--- config.mk ---
export PLATFORM = sky130hd
export DESIGN_NAME = cmmn_ram
export DESIGN_NICKNAME = d
export VERILOG_FILES = /design/src/hw/rtl/cmmn_pkg.sv /design/src/hw/rtl/cmmn_ram.sv
export SDC_FILE = /design/constraint.sdc
export NUM_CORES = 1
export LEC_CHECK = 0
export ABC_AREA = 1
export BUFFER_PORTS_ARGS = -buffer_cell sky130_fd_sc_hd__buf_2
export CAP_MARGIN = 20
export CORE_MARGIN = 2
export CORE_UTILIZATION = 35
export DETAILED_ROUTE_END_ITERATION = 10
export PLACE_DENSITY_LB_ADDON = 0.12
export RECOVER_POWER = 50
export SYNTH_ARGS = -nofsm -noshare
export SYNTH_HDL_FRONTEND = slang
export SYNTH_SLANG_ARGS = --single-unit
--- constraint.sdc ---
create_clock -name clk -period 5 [get_ports clk]
set_clock_uncertainty 0.15 [all_clocks]
set_input_delay 1 -clock clk [delete_from_list [all_inputs] [get_ports clk]]
set_output_delay 1 -clock clk [all_outputs]
set_load 0.005 [all_outputs]
--- src/hw/rtl/cmmn_pkg.sv ---
`timescale 1ns / 1ps
// Shared types, widths and codes for the column min/max normalizer.
// No dependencies; every other file in hw/rtl imports this package.
package cmmn_pkg;

  // Field widths
  localparam int SAMPLE_W = 16;
  localparam int NORM_W   = 17;
  localparam int COLUMN_W = 4;
  localparam int CFG_W    = 5;
  localparam int FRAC_W   = 16;
  localparam int DATA_W   = 32;
  localparam int ADDR_W   = 3;

  // Parameter defaults
  localparam int MAX_ELEMENTS_DEF = 4096;
  localparam int MAX_COLUMNS_DEF  = 16;

  // Reset values
  localparam logic [CFG_W-1:0]           COLUMN_COUNT_RST = 5'd1;
  localparam logic signed [SAMPLE_W-1:0] MIN_RST          = 16'sh7FFF;
  localparam logic signed [SAMPLE_W-1:0] MAX_RST          = 16'sh8000;
  localparam logic [NORM_W-1:0]          NORM_ONE         = 17'h10000;

  typedef enum logic {
    FUNC_LOAD  = 1'b0,
    FUNC_FETCH = 1'b1
  } func_t;

  typedef enum logic [2:0] {
    ST_OK       = 3'd0,
    ST_FULL     = 3'd1,
    ST_DRAINING = 3'd2,
    ST_EMPTY    = 3'd3,
    ST_FLAT     = 3'd4
  } status_t;

  typedef enum logic {
    REG_COLUMN_COUNT = 1'b0
  } reg_index_t;

  typedef enum logic [2:0] {
    S_IDLE,
    S_MOD,
    S_RD,
    S_EVAL,
    S_DIV,
    S_DONE
  } state_t;

  typedef struct packed {
    func_t                       func;
    logic signed [SAMPLE_W-1:0]  sample;
  } req_t;

  typedef struct packed {
    logic [NORM_W-1:0]   norm_value;
    logic [COLUMN_W-1:0] column;
    logic                last;
    status_t             status;
  } rsp_t;

  // Address width for a store of the given depth (at least one bit)
  function automatic int addr_bits(int depth);
    return (depth > 1) ? $clog2(depth) : 1;
  endfunction

endpackage

--- src/hw/rtl/cmmn_ram.sv ---
`timescale 1ns / 1ps
// Generic simple dual-port RAM: one write port, one registered read port.
// Depends on cmmn_pkg for the address width helper.
module cmmn_ram #(
  parameter int WIDTH = 16,
  parameter int DEPTH = 16,
  localparam int AW = cmmn_pkg::addr_bits(DEPTH)
) (
  input  logic             clk,
  input  logic             we,
  input  logic [AW-1:0]    waddr,
  input  logic [WIDTH-1:0] wdata,
  input  logic             re,
  input  logic [AW-1:0]    raddr,
  output logic [WIDTH-1:0] rdata
);
  import cmmn_pkg::*;

  logic [WIDTH-1:0] mem [DEPTH];

  // Write port
  always_ff @(posedge clk) begin
    if (we) begin
      mem[waddr] <= wdata;
    end
  end

  // Registered read; data holds between reads
  always_ff @(posedge clk) begin
    if (re) begin
      rdata <= mem[raddr];
    end
  end

endmodule

==> results.md <==
* Outcome: finished, violations left
* Failing checks: max-capacitance violations, max-slew violations
* Post-synth EDFFs at ~270
* Max VDD drop at 0.2426 mV
* CP required at around 5.2 ns
* Placed inst area at roughly 0.012 sq mm
* Initial Utilization at about 35%
* DRT iter0 DRCs at slightly below 500
* Die height at 185.6 um
* DRT Pass-1 Iters at 4
* Clk network pwr share at a little over two fifths
* Area contributors post-synth: edfxtp_1 71%, nand2_1 11%, nand3_1 8.4%, inv_1 6.4%, buf_4 1.2%
* CTS Buf Count at 30
* Residual DRC at 0
* Initial antenna violation count at 1
* Largest net degree at the start of global routing at 77
* First-pass GRT wire length at 44,990 um
* Setup slack, reg-to-reg at approximately 3.7 ns
* Final-layout fill cell count at about 3,200
* Synth warnings at 0
* Switch Pwr at roughly 1.1 mW
* Library cells used by synthesis at 12
* Worst R2R End: rdata[4]
* # nets final at around 1,100
* Syn Std Cell Area at 0.01154 sq mm
* Vias in the first global route at 7,181
* H-tree levels at 1
* TNS Setup at 0 ns
* Global placement routability congestion at 0.7407
* CTS clk-pin slew, worst paths at about 0.060 ns
* Most used DFF post-synth: edfxtp_1
* Yosys top cell area share at a little over two thirds
* Post-cts sizing count at 0
* Per-cell routed wire length at between 15 and 20 um
* Leakage power at 5.480 nW
* R2r startpoint: mem[7][4]
* Tot GR Track Use at ~18%
* Cts hold-fix bufs at 0
* Slew headroom at -4.387%
* Setup CP Type: input port to flop
* Sequential power share at about half
* Cell Pwr Density at between 300 and 400 mW/mm^2
* Largest area contributor in the netlist: edfxtp_1
* Setup bufs post-CTS at 0
* Clock sinks at roughly 270
* ANT nets after route at 0
* RSZ-0062 raised after global routing: no
* Overflow after GRT at 0
* # Max-Cap Violations at 1
* Final Non-Filler Cells at 1,580
* Top-Level Pins at 43
* Crit Path Max Fanout at 66
* CP Capture Point: rdata[15]
* Final wirelength at ~30,000 um
* Cells after DPL at ~1,500
* Fin crit period at roughly 2.7 ns
* R2r worst-path depth at 6
* Worst Setup SP: raddr[0]
* Register bit total from synthesis at 272
* Core footprint at 0.03254 sq mm
* Crit start category: input port
* Worst-skew pair later-pin latency at between 0.5 and 0.6 ns
* Syn Nets at roughly 1,100
* Share of cells above drive strength 1 at slightly above 9%
* Logic pwr share at under 10%
* Final worst path period share at between 50% and 60%
* Final slew viol count at 17
* Vias at 7,355
* Sequential element share of the synthesized area at around 70%
* Synth Instances at approximately 1,100
* N_diodes at 0
* Max Fclk at 0.3658 GHz
* Int Power at roughly 4 mW
* Count leader, synth: nand2_1
* Final hold viol count at 0
* Row Count at 66
* Most frequent cells after synthesis: 341 x nand2_1, 272 x edfxtp_1, 196 x inv_1
* Area delta synth->final at 14.13%
* Die X at approximately 190 um
* CTS tree: yes
* Tightest Pin Transition at between 1.5 and 2 ns
* Hpwl dp at 15,100 um
* Switching Share at a little over a fifth
* Hold crit path type: flop to flop
* Final Setup Violations at 0
* CP Capture Type: flop
* Vias/cell at around 4.7
* I/O Buffers at 42
* Design Area, Final at roughly 0.013 sq mm
* Synthesized area per cell at around 11 sq um
* Worst Path Arrival at between 2 and 3 ns
* FFs w/ async S/R, synth at 0%
* Bufs on Longest Clock Path at 3
* CTS root buf: clkbuf_16
* Die area at 0.03444 sq mm
[power by group through the flow]
stage                     Clock (mW)  Combinational [mW]  Sequential [mW]
final                           2.21               0.288             2.59
after global routing            2.35               0.327             2.59
after CTS                       2.25               0.297             2.59
after detailed placement           0               0.296             2.63
after global placement             0               0.294             2.63
after floorplan                    0               0.172             2.63
[cells by family after synthesis]
kind of cell / synth area share (%)
flip-flops: 70.77
AND/OR/NAND/NOR: 20.14
buffers and inverters: 9.085
[stage by stage]
step                      utilization [%]  hold WS [ns]  setup WS (ns)  total power [mW]
after floorplan                         -        0.5329          2.550             2.802
after global placement              37.54        0.5757          1.645             2.928
after detailed placement            37.54        0.5688          1.661             2.929
after CTS                           40.57        0.5842          2.254             5.135
after global routing                40.48        0.6664          2.043             5.268
final                               40.48        0.5812          2.266             5.082
[sequential cells by signal, summed over array words and instances, names as in the netlist]
name,count
mem,256
rdata,16
[critical path, stage by stage]
cell     delay, ns
buf_4         0.30
inv_4         0.64
buf_4         0.43
nand2_1       0.08
nand3_1       0.08
nand3_1       0.10
nand3_1       0.13
nand2_1       0.06
[how the worst min path moves through the flow]
| stage | from | end | slack [ns] | depth (start not counted) |
|---|---|---|---|---|
| after floorplan | mem[10][0] | rdata[0] | 0.53 | 6 |
| after global placement | mem[14][12] | rdata[12] | 0.58 | 6 |
| after detailed placement | mem[6][3] | rdata[3] | 0.57 | 6 |
| after CTS | mem[6][3] | rdata[3] | 0.58 | 6 |
| after global routing | mem[6][9] | rdata[9] | 0.67 | 6 |
| final | mem[6][3] | rdata[3] | 0.58 | 6 |
[layout by cell type (no fill, tap or decap), drive strengths merged]
master / n
nand2: 341
edfxtp: 272
inv: 198
nand3: 193
clkbuf: 52
buf: 41
clkinv: 17
nor2: 17
bufinv: 4
nand3b: 2
clkinvlp: 1
[layer usage]
metal	GRT usage, %	vias up	part of all wire, %
met3	2.680	42	3.6
li1	-	3561	-
met1	23.26	3627	44
met2	31.21	123	50
met5	0	-	0.043
met4	5.039	2	2.1
[area by class of cell]
class | instances | area, sq um | area share, %
multi-input cells | 553 | 2397 | 18.20
repair buffers | 60 | 321.6 | 2.441
well taps | 442 | 553.0 | 4.199
clock buffers | 33 | 783.3 | 5.947
clock inverters | 22 | 202.7 | 1.539
flip-flops and latches | 272 | 8168 | 62.01
inverters | 198 | 745.7 | 5.662
(Power assumes the default switching activity.)
