--- config.mk ---
export PLATFORM = sky130hd
export DESIGN_NAME = cmmn_div
export DESIGN_NICKNAME = d
export VERILOG_FILES = /design/src/hw/rtl/cmmn_pkg.sv /design/src/hw/rtl/cmmn_div.sv
export SDC_FILE = /design/constraint.sdc
export NUM_CORES = 1
export LEC_CHECK = 0
export BUFFER_PORTS_ARGS = -buffer_cell sky130_fd_sc_hd__buf_4
export CORE_MARGIN = 2
export CORE_UTILIZATION = 25
export DETAILED_ROUTE_END_ITERATION = 7
export PLACE_DENSITY_LB_ADDON = 0.1
export SYNTH_ARGS = -nofsm -noshare
export SYNTH_HDL_FRONTEND = slang
export SYNTH_SLANG_ARGS = --single-unit
--- constraint.sdc ---
create_clock -name clk -period 5.1 [get_ports clk]
set_clock_uncertainty 0.2 [all_clocks]
set_input_delay 0.765 -clock clk [delete_from_list [all_inputs] [get_ports clk]]
set_output_delay 0.765 -clock clk [all_outputs]
set_load 0.005 [all_outputs]
--- src/hw/rtl/cmmn_pkg.sv ---
`timescale 1ns / 1ps
// Shared types, widths and codes for the column min/max normalizer.
// No dependencies; every other file in hw/rtl imports this package.
package cmmn_pkg;

  // Field widths
  localparam int SAMPLE_W = 16;
  localparam int NORM_W   = 17;
  localparam int COLUMN_W = 4;
  localparam int CFG_W    = 5;
  localparam int FRAC_W   = 16;
  localparam int DATA_W   = 32;
  localparam int ADDR_W   = 3;

  // Parameter defaults
  localparam int MAX_ELEMENTS_DEF = 4096;
  localparam int MAX_COLUMNS_DEF  = 16;

  // Reset values
  localparam logic [CFG_W-1:0]           COLUMN_COUNT_RST = 5'd1;
  localparam logic signed [SAMPLE_W-1:0] MIN_RST          = 16'sh7FFF;
  localparam logic signed [SAMPLE_W-1:0] MAX_RST          = 16'sh8000;
  localparam logic [NORM_W-1:0]          NORM_ONE         = 17'h10000;

  typedef enum logic {
    FUNC_LOAD  = 1'b0,
    FUNC_FETCH = 1'b1
  } func_t;

  typedef enum logic [2:0] {
    ST_OK       = 3'd0,
    ST_FULL     = 3'd1,
    ST_DRAINING = 3'd2,
    ST_EMPTY    = 3'd3,
    ST_FLAT     = 3'd4
  } status_t;

  typedef enum logic {
    REG_COLUMN_COUNT = 1'b0
  } reg_index_t;

  typedef enum logic [2:0] {
    S_IDLE,
    S_MOD,
    S_RD,
    S_EVAL,
    S_DIV,
    S_DONE
  } state_t;

  typedef struct packed {
    func_t                       func;
    logic signed [SAMPLE_W-1:0]  sample;
  } req_t;

  typedef struct packed {
    logic [NORM_W-1:0]   norm_value;
    logic [COLUMN_W-1:0] column;
    logic                last;
    status_t             status;
  } rsp_t;

  // Address width for a store of the given depth (at least one bit)
  function automatic int addr_bits(int depth);
    return (depth > 1) ? $clog2(depth) : 1;
  endfunction

endpackage

--- src/hw/rtl/cmmn_div.sv ---
`timescale 1ns / 1ps
// Shared restoring divider, one quotient bit per cycle.
// Used both for index-mod-columns and for the Q0.16 fraction; uses cmmn_pkg.
module cmmn_div #(
  parameter int DVD_W = 16,
  parameter int DIV_W = 16,
  parameter int CNT_W = 5
) (
  input  logic             clk,
  input  logic             rst,
  input  logic             start,
  input  logic [DIV_W-1:0] rem_init,
  input  logic [DIV_W-1:0] divisor,
  input  logic [DVD_W-1:0] dividend,
  input  logic [CNT_W-1:0] steps,
  output logic             done,
  output logic [DIV_W-1:0] rem,
  output logic [DVD_W-1:0] quo
);
  import cmmn_pkg::*;

  logic             active;
  logic [CNT_W-1:0] cnt;
  logic [DIV_W-1:0] rem_q;
  logic [DVD_W-1:0] quo_q;
  logic [DIV_W-1:0] div_q;

  logic [DIV_W:0]   r2;
  logic [DIV_W:0]   r_sub;
  logic             ge;

  // One restoring step: shift in the next dividend bit, try subtract
  always_comb begin
    r2    = {rem_q, quo_q[DVD_W-1]};
    ge    = (r2 >= {1'b0, div_q});
    r_sub = r2 - {1'b0, div_q};
  end

  assign done = active && (cnt == '0);
  assign rem  = rem_q;
  assign quo  = quo_q;

  // Control
  always_ff @(posedge clk) begin
    if (rst) begin
      active <= 1'b0;
      cnt    <= '0;
    end else if (start) begin
      active <= 1'b1;
      cnt    <= steps;
    end else if (active) begin
      if (cnt == '0) begin
        active <= 1'b0;
      end else begin
        cnt <= cnt - 1'b1;
      end
    end
  end

  // Datapath
  always_ff @(posedge clk) begin
    if (start) begin
      rem_q <= rem_init;
      quo_q <= dividend;
      div_q <= divisor;
    end else if (active && (cnt != '0)) begin
      rem_q <= ge ? r_sub[DIV_W-1:0] : r2[DIV_W-1:0];
      quo_q <= {quo_q[DVD_W-2:0], ge};
    end
  end

  // No restart while a division is in flight
  a_no_restart: assert property (@(posedge clk) disable iff (rst)
    start |-> !active)
    else $error("divider restarted while busy");

  // A run with steps left keeps going
  a_keeps_running: assert property (@(posedge clk) disable iff (rst)
    (active && (cnt != '0) && !start) |=> active)
    else $error("divider stopped early");

  // Partial remainder stays below the divisor
  a_rem_bound: assert property (@(posedge clk) disable iff (rst)
    active |-> (rem_q < div_q))
    else $error("partial remainder out of range");

endmodule

==> results.cfg, run 1 <==
[sta]
tightest_slew_ns = 0.9512
rsz0062_at_grt = false
period_share_pct = 66.60
hold_violations = 0
min_period_ns = 3.397
setup_viol = 0
maxSlewHeadroom_pct = 36.35
hold_ws_ns = 0.3934
drv_slew = 0
clock.fmax_mhz = 294.4
timing.final.ws_setup_ns = 1.703
setup_tns_ns = 0

[place]
routabilityCongestion = 0.7850
io_buffers = 88
place_ws_ns = 1.680
post-dp-hpwl_um = 5917
dp_cells = 553

[floorplan]
die_area_um2 = 13780
die_w_um = 117.4
core_um2 = 12570
num_rows = 41
ios = 89
die-height_um = 117.4
start_util_pct = 25.57

[global_route]
grt_pass1_wl_um = 13990
grtUsageTotal_pct = 12.74
grt-ovfl-total = 0
grt_pass1_vias = 2720
antenna_found_initial = 0
grt_start_max_net_pins = 56

[synthesis]
postSynthCellCount = 304
synth_warnings = 0
syn-cell-area_um2 = 3214
synth-edff-count = 48
syn_nets = 379
postSynthAreaPerCell_um2 = 10.57
synth_cell_types = 54
ys_ff_latch = 54
ys_seq_area_share_pct = 48.58
synthFlopType = edfxtp_1
synthArstFlopShare_pct = 0

[cts]
clk_latency_ns = 0.31
clock-sinks = 54
cts_tree = built
clk_path_buf_depth = 2
numCtsBuffers = 5
ctsResizeCount = 0
cts_max_level = 2
clkTransAtPathRegs_ns = 0.08
hold_buffers = 0
root_buffer = clkbuf_16
cts_setup_buffers = 0

[layout]
drive_gt1_share_pct = 30.85
nets = 463
mostFrequentLayoutCells = buf_4, edfxtp_1, nor2_1
final_cells = 561
diodes = 0
layout_commonest_cell = buf_4
areaGrowthSynthToFinish_pct = 29.70

[power_and_ir_drop]
ir_drop_mv = 0.1306
p_leak_nw = 1.729
total_power_w = 0.001501
powerDensity_nw_per_um2 = 360.0

[worst_setup_path]
reg2regPathDepth = 8
r2r_slack_ns = 1.70
worstPathCellList = ha_1 > nor2b_1 > o31a_1 > o31ai_2 > a2111oi_4 > nor2_1 > mux2i_1 > o21ai_0
worstSetupEndpoint = rem[1]$_DFFE_PP_
crit_slowest_cell = nor2_1
r2r-end = rem[1]$_DFFE_PP_
crit_arrival_ns = 3.23
end_kind = flop
worstSetupStartpoint = rem[0]$_DFFE_PP_
cp.required_ns = 4.93
crit_type = reg2reg
critPathMaxFanout = 11
r2r-start = rem[0]$_DFFE_PP_
startpoint_type = flop
critPathMaxStageDelay_ns = 0.76

[drt]
drt_wl_total_um = 8424
viasPerCell = 4.586
vias = 2573
first_pass_iters = 4
drtAntennaViolNets = 0
drc = 0
drt_iter0_drc = 85
wire_per_inst_um = 15.02

[hold_path]
hold_class = reg2reg

[run]
maxCapViolations = 0

[status]
status = finished clean
[metrics by stage]
| step | utilization (%) | area [um2] |
|---|---|---|
| 6_report | 33.17 | 4169 |
| 4_1_cts | 33.17 | 4169 |
| 3_3_place_gp | 32.05 | 4028 |
| 5_1_grt | 33.17 | 4169 |
| 2_1_floorplan | - | 3214 |
| 3_5_place_dp | 32.05 | 4028 |
[Yosys cell counts, types with 2 or more instances]
| cell | number | area share (%) |
|---|---|---|
| nand3_1 | 5 | 0.78 |
| or2_2 | 2 | 0.39 |
| a21oi_1 | 27 | 4.2 |
| nor3_2 | 2 | 0.62 |
| o21a_1 | 4 | 0.93 |
| mux2_2 | 16 | 5.6 |
| inv_1 | 27 | 3.2 |
| a31oi_1 | 5 | 0.97 |
| nor2_1 | 31 | 3.6 |
| and2_1 | 2 | 0.39 |
| o211ai_1 | 3 | 0.70 |
| ha_1 | 18 | 7.0 |
| a211oi_1 | 2 | 0.47 |
| mux2i_1 | 2 | 0.62 |
| nand4_1 | 3 | 0.58 |
| nand2_1 | 23 | 2.7 |
| o21ai_0 | 11 | 1.7 |
| o21bai_1 | 3 | 0.70 |
| clkbuf_1 | 7 | 0.82 |
| xnor2_1 | 6 | 1.6 |
| a211o_1 | 2 | 0.55 |
| xor2_1 | 4 | 1.1 |
| a21o_1 | 5 | 1.2 |
| dfxtp_1 | 6 | 3.7 |
| nor2b_1 | 4 | 0.78 |
| o31a_1 | 3 | 0.82 |
| nor3_1 | 6 | 0.93 |
| edfxtp_1 | 48 | 45 |
| a2bb2oi_1 | 2 | 0.55 |
[worst min path at each step]
stage,cells past startpoint,end,from,slack (ns)
after global placement,1,quo[14]$_DFFE_PP_,quo[13]$_DFFE_PP_,0.37
after CTS,1,quo[5]$_DFFE_PP_,quo[4]$_DFFE_PP_,0.40
after floorplan,1,quo[15]$_DFFE_PP_,quo[14]$_DFFE_PP_,0.38
final,1,quo[4]$_DFFE_PP_,quo[3]$_DFFE_PP_,0.39
after global routing,1,div_q[13]$_DFFE_PP_,divisor[13],0.42
after detailed placement,1,quo[14]$_DFFE_PP_,quo[13]$_DFFE_PP_,0.37
[sequential cells by signal, summed over array words and instances, names as in the netlist]
name and count:
div_q 16, quo 16, rem 16, cnt 5
active 1
[area by class of cell]
cell class	instances	area (um2)
inverters	27	101.3
fillers	1326	8399
clock buffers	6	128.9
multi-input cells	212	1489
flip-flops and latches	54	1562
well taps	172	215.2
clock inverters	2	12.51
repair buffers	88	660.6
[layer usage]
metal	up-vias	global-route usage (%)	share of wire (%)
met4	0	5.346	2.0
met5	-	0	0
li1	1273	-	-
met2	89	20.43	45
met3	12	3.940	6.6
met1	1199	15.88	46
[cells by family after synthesis]
kind of cell    after synthesis  synth area share, %
compound gates               80                17.21
xor+xnor                     10                2.725
fa+ha+maj                    19                7.630
buf+inv                      38                5.099
flops                        54                48.58
mux                          19                6.695
simple gates                 84                12.07
[report_power, final]
group	total (W)	internal, W	switching, W
sequential	0.000597	0.000557	0.0000396
clock	0.000351	0.000184	0.000167
combinational	0.000553	0.000257	0.000296
[critical path: cells and delay by family (launching register included)]
family                     cells  cell delay (ns)
DFF                            1             0.46
adders and majority gates      1             0.35
and+or+nand+nor                2             0.91
muxes                          1             0.27
AOI/OAI and AO/OA              4             0.94
Note: power is estimated with default switching activity, not from simulation.
==> run 2, diff against run 1 <==
ABC_AREA = 1   (was not set)
clock period = 3 ns   (was 5.1 ns; I/O delays follow)
==> results.cfg, run 2 <==
[synthesis]
syn-cell-area_um2 = 3512
synth_top_area_share_pct = 41.04
synthFlopType = edfxtp_1
syn_nets = 530
netlist_top_cells_count = nand2_1, inv_1, edfxtp_1, nand3_1
postSynthAreaPerCell_um2 = 7.719
ys_ff_latch = 54
synth_warnings = 0
ys_seq_area_share_pct = 44.46
synth_most_common_cell = nand2_1
ys_top_cells_by_area = edfxtp_1, nand2_1, inv_1
synth_cell_types = 33
synthArstFlopShare_pct = 0
post-synth-top-area-cell = edfxtp_1
synth-edff-count = 48
postSynthCellCount = 455

[place]
routabilityCongestion = 0.8410
post-dp-hpwl_um = 7633
dp_cells = 719
io_buffers = 88

[power_and_ir_drop]
p_seq_share_pct = 36.3
p_leak_nw = 2.288
powerDensity_nw_per_um2 = 625.8
pwr-share-clk_pct = 23.6
netSwitchingFraction_pct = 37.03
p_int_w = 0.001794
pwr-share-comb_pct = 40.1
ir_drop_mv = 0.2351
netSwitchingPower_w = 0.001055

[sta]
tightest_slew_ns = 0.4241
period_share_pct = 89.52
clock.fmax_mhz = 372.4
setup_viol = 0
drv_slew = 0
rsz0062_at_grt = false
hold_ws_ns = 0.1094
min_period_ns = 2.686
hold_violations = 0
maxSlewHeadroom_pct = 71.66
setup_tns_ns = 0

[drt]
drc = 0
vias = 3163
drt_wl_total_um = 10220
drt_iter0_drc = 121
drtAntennaViolNets = 0
viasPerCell = 4.351
first_pass_iters = 4
wire_per_inst_um = 14.06

[floorplan]
die-height_um = 122.5
die_area_um2 = 15010
num_rows = 43
core_um2 = 13830
die_w_um = 122.5
ios = 89
start_util_pct = 25.40

[cts]
hold_buffers = 0
clk_path_buf_depth = 2
clock-sinks = 54
cts_tree = built
root_buffer = clkbuf_16
numCtsBuffers = 5
clk_latency_ns = 0.31
cts_setup_buffers = 0
clkTransAtPathRegs_ns = 0.08
ctsResizeCount = 0
cts_max_level = 2

[global_route]
grt-ovfl-total = 0
grt_pass1_vias = 3212
grtUsageTotal_pct = 14.23
antenna_found_initial = 0
grt_pass1_wl_um = 16220
grt_start_max_net_pins = 37

[status]
status = finished clean

[layout]
drive_gt1_share_pct = 21.76
layout_commonest_cell = nand2_1
fill_cells = 1503
mostFrequentLayoutCells = nand2_1, buf_4, inv_1
regArea_um2 = 1562
diodes = 0
areaGrowthSynthToFinish_pct = 29.64
fin_util_pct = 32.93
multi_input_area_um2 = 1647
final_cells = 727
nets = 621

[worst_setup_path]
crit_buf_inv = 1
cp.required_ns = 2.87
crit_slowest_cell = edfxtp_1
reg2regPathDepth = 13
crit_arrival_ns = 2.56
critPathMaxStageDelay_ns = 0.48
critPathMaxFanout = 17
worstPathCellList = ha_1 > nand2_1 > inv_2 > nand2_2 > nor2_2 > nand2_1 > nor2_4 > nor2_4 > nand2_4 > nand2_1 > nand2_1 > nand2_1 > nand2_1
crit_top_cell = nand2_1
startpoint_type = flop
crit_cells = 13
end_kind = flop
crit_family = simple AND/OR/NAND/NOR gates
crit_type = reg2reg

[run]
maxCapViolations = 0

[hold_path]
hold_class = in2reg
min_path_cells = 1
## run 2: worst paths after layout
| check | start | end | slack (ns) |
|---|---|---|---|
| setup / recovery | rem[8]$_DFFE_PP_ | rem[13]$_DFFE_PP_ | 0.31 |
| hold reg to reg | cnt[3]$_SDFFE_PP0P_ | cnt[3]$_SDFFE_PP0P_ | 0.30 |
| hold / removal | divisor[4] | div_q[4]$_DFFE_PP_ | 0.11 |
| setup reg to reg | rem[8]$_DFFE_PP_ | rem[13]$_DFFE_PP_ | 0.31 |
## run 2: per-stage QoR
| step | cell area (um2) | power, W | setup slack, ns |
|---|---|---|---|
| 4_1_cts | 4553 | 0.002893 | 0.3016 |
| 2_1_floorplan | 3512 | 0.001791 | 0.6711 |
| 3_5_place_dp | 4390 | 0.002204 | 0.3265 |
| 5_1_grt | 4553 | 0.003062 | 0.1133 |
| 3_3_place_gp | 4390 | 0.002209 | 0.3502 |
| 6_report | 4553 | 0.002849 | 0.3144 |
## run 2: power groups by stage
| stage | clock, W | sequential, W | combinational (W) |
|---|---|---|---|
| floorplan | 0 | 0.00103 | 0.000756 |
| global placement | 0 | 0.00105 | 0.00116 |
| detailed placement | 0 | 0.00105 | 0.00115 |
| CTS | 0.000698 | 0.00104 | 0.00116 |
| global route | 0.000711 | 0.00105 | 0.00130 |
| finish | 0.000671 | 0.00103 | 0.00114 |
## run 2: kinds of logic after synthesis
family / Yosys count / share of synthesized area, %
DFF: 54 / 44.46
and+or+nand+nor: 279 / 35.20
adders and majority gates: 19 / 6.983
buffers and inverters: 77 / 8.657
AOI/OAI and AO/OA: 19 / 2.957
xor gates and xnor gates: 7 / 1.746
## run 2: routing by layer
metal  part of all wire, %  global-route usage [%]  wire length [um]
met5                     0                       0                 0
met3                   7.0                   4.414               715
met2                    44                   22.15              4509
met1                    47                   18.65              4851
met4                   1.4                   4.957               148
## run 2: cell type report
type	instances	share of cell area, %
clock buffer	7	3.380
clock inverter	1	0.1924
inverter	67	5.523
multi-input combinational	324	36.16
sequential	54	34.30
tap	180	4.946
timing repair buffer	94	15.50
==> run 3, diff against run 2 <==
BUFFER_PORTS_ARGS = -buffer_cell sky130_fd_sc_hd__buf_2   (was -buffer_cell sky130_fd_sc_hd__buf_4)
CELL_PAD_IN_SITES_DETAIL_PLACEMENT = 1   (was not set)
CELL_PAD_IN_SITES_GLOBAL_PLACEMENT = 1   (was not set)
CORE_ASPECT_RATIO = 2   (was not set)
==> results.cfg, run 3 (synthesized netlist as in run 2, its figures left out) <==
[status]
status = finished clean

[floorplan]
num_rows = 61
core_um2 = 13810
die-height_um = 171.6
die_area_um2 = 15070
start_util_pct = 25.42
die_w_um = 87.81
ios = 89

[power_and_ir_drop]
p_leak_nw = 2.217
pwr-share-clk_pct = 24.6
ir_drop_mv = 0.2490
p_seq_share_pct = 36.4
p_int_w = 0.001770
powerDensity_nw_per_um2 = 652.0
pwr-share-comb_pct = 39.0
netSwitchingFraction_pct = 37.68
netSwitchingPower_w = 0.001070

[layout]
drive_gt1_share_pct = 21.90
nets = 622
layout_commonest_cell = nand2_1
mostFrequentLayoutCells = nand2_1, buf_2, inv_1
areaGrowthSynthToFinish_pct = 24.01
diodes = 0
fill_cells = 1724

[drt]
drtAntennaViolNets = 0
drc = 0
drt_iter0_drc = 129
viasPerCell = 4.365
drt_wl_total_um = 11200
vias = 3217
wire_per_inst_um = 15.20
first_pass_iters = 4

[hold_path]
holdPathEnd = div_q[4]$_DFFE_PP_
hold_class = in2reg
hp-start = divisor[4]
min_path_cells = 1

[global_route]
grt_pass1_vias = 3399
grtUsageTotal_pct = 15.50
grt-ovfl-total = 0
grt_start_max_net_pins = 37
antenna_found_initial = 0
grt_pass1_wl_um = 17580

[worst_setup_path]
r2r-end = rem[10]$_DFFE_PP_
r2r-start = rem[7]$_DFFE_PP_
crit_arrival_ns = 2.39
crit_type = reg2reg
worstPathCellList = ha_1 > nand2_2 > inv_1 > nand2_1 > nand2_1 > inv_1 > nand3_1 > nand2_2 > buf_4 > nand3b_1 > nand3_1 > nand2_1
critPathMaxStageDelay_ns = 0.47
crit_top_cell = nand2_1
critPathMaxFanout = 14
r2r_slack_ns = 0.47
reg2regPathDepth = 12
cp.required_ns = 2.86
startpoint_type = flop
crit_slowest_cell = edfxtp_1
end_kind = flop

[cts]
hold_buffers = 0
clock-sinks = 54
clk_latency_ns = 0.30
cts_max_level = 2
clkTransAtPathRegs_ns = 0.08
clk_path_buf_depth = 2
numCtsBuffers = 5
cts_setup_buffers = 0
ctsResizeCount = 0
root_buffer = clkbuf_16
cts_tree = built

[sta]
rsz0062_at_grt = false
drv_slew = 0
clock.fmax_mhz = 395.5
tightest_slew_ns = 0.4405
setup_viol = 0
period_share_pct = 84.29
setup_tns_ns = 0
maxSlewHeadroom_pct = 70.63
hold_violations = 0
hold_ws_ns = 0.1171
min_period_ns = 2.529

[place]
io_buffers = 88
post-dp-hpwl_um = 8962
routabilityCongestion = 0.7841

[run]
maxCapViolations = 0
[run 3: worst max-delay path by stage]
stage / startpoint / slack, ns / endpoint
6_report: rem[7]$_DFFE_PP_ / 0.47 / rem[10]$_DFFE_PP_
5_1_grt: rem[13]$_DFFE_PP_ / 0.25 / rem[13]$_DFFE_PP_
4_1_cts: rem[7]$_DFFE_PP_ / 0.44 / rem[10]$_DFFE_PP_
3_5_place_dp: rem[13]$_DFFE_PP_ / 0.46 / rem[13]$_DFFE_PP_
3_3_place_gp: rem[13]$_DFFE_PP_ / 0.46 / rem[13]$_DFFE_PP_
2_1_floorplan: cnt[0]$_SDFFE_PP0P_ / 0.67 / cnt[0]$_SDFFE_PP0P_
[run 3: metrics by stage]
stage                     cells  power [W]  area, um2  worst slack [ns]  util [%]
after floorplan             455   0.001791       3512            0.6711         -
after global placement      729   0.002185       4189            0.4565     30.32
after detailed placement    729   0.002191       4189            0.4556     30.32
after CTS                   737   0.002910       4355            0.4421     31.53
after global routing        737   0.003069       4355            0.2525     31.53
final                       737   0.002840       4355            0.4713     31.53
[run 3: power by group through the flow]
stage	Combinational, W	Sequential, W	Clock [W]
2_1_floorplan	0.000756	0.00103	0
3_3_place_gp	0.00113	0.00105	0
3_5_place_dp	0.00114	0.00105	0
4_1_cts	0.00114	0.00104	0.000729
5_1_grt	0.00127	0.00105	0.000747
6_report	0.00111	0.00103	0.000699
[run 3: layout make-up]
| type | count | area [um2] | share of cell area [%] |
|---|---|---|---|
| clock inverter | 2 | 37.54 | 0.8618 |
| inverter | 67 | 251.5 | 5.774 |
| timing repair buffer | 95 | 493.0 | 11.32 |
| sequential | 54 | 1562 | 35.85 |
| multi-input combinational | 324 | 1647 | 37.81 |
| tap | 189 | 236.5 | 5.429 |
| clock buffer | 6 | 128.9 | 2.959 |
[run 3: metal layers]
layer / wire, um / track usage (%) / part of all wire (%) / vias up
li1: - / - / - / 1629
met1: 4116 / 16.17 / 37 / 1527
met2: 6561 / 30.60 / 59 / 56
met3: 375 / 2.207 / 3.3 / 5
met4: 146 / 4.682 / 1.3 / 0
met5: 0 / 0 / 0 / -
[run 3: worst max-delay path, delay by kind of cell, from the launching register on]
kind / cells / cell delay (ns)
AND/OR/NAND/NOR: 8 / 0.83
flip-flops: 1 / 0.47
adder cells (fa/ha/maj): 1 / 0.42
buffers and inverters: 3 / 0.37
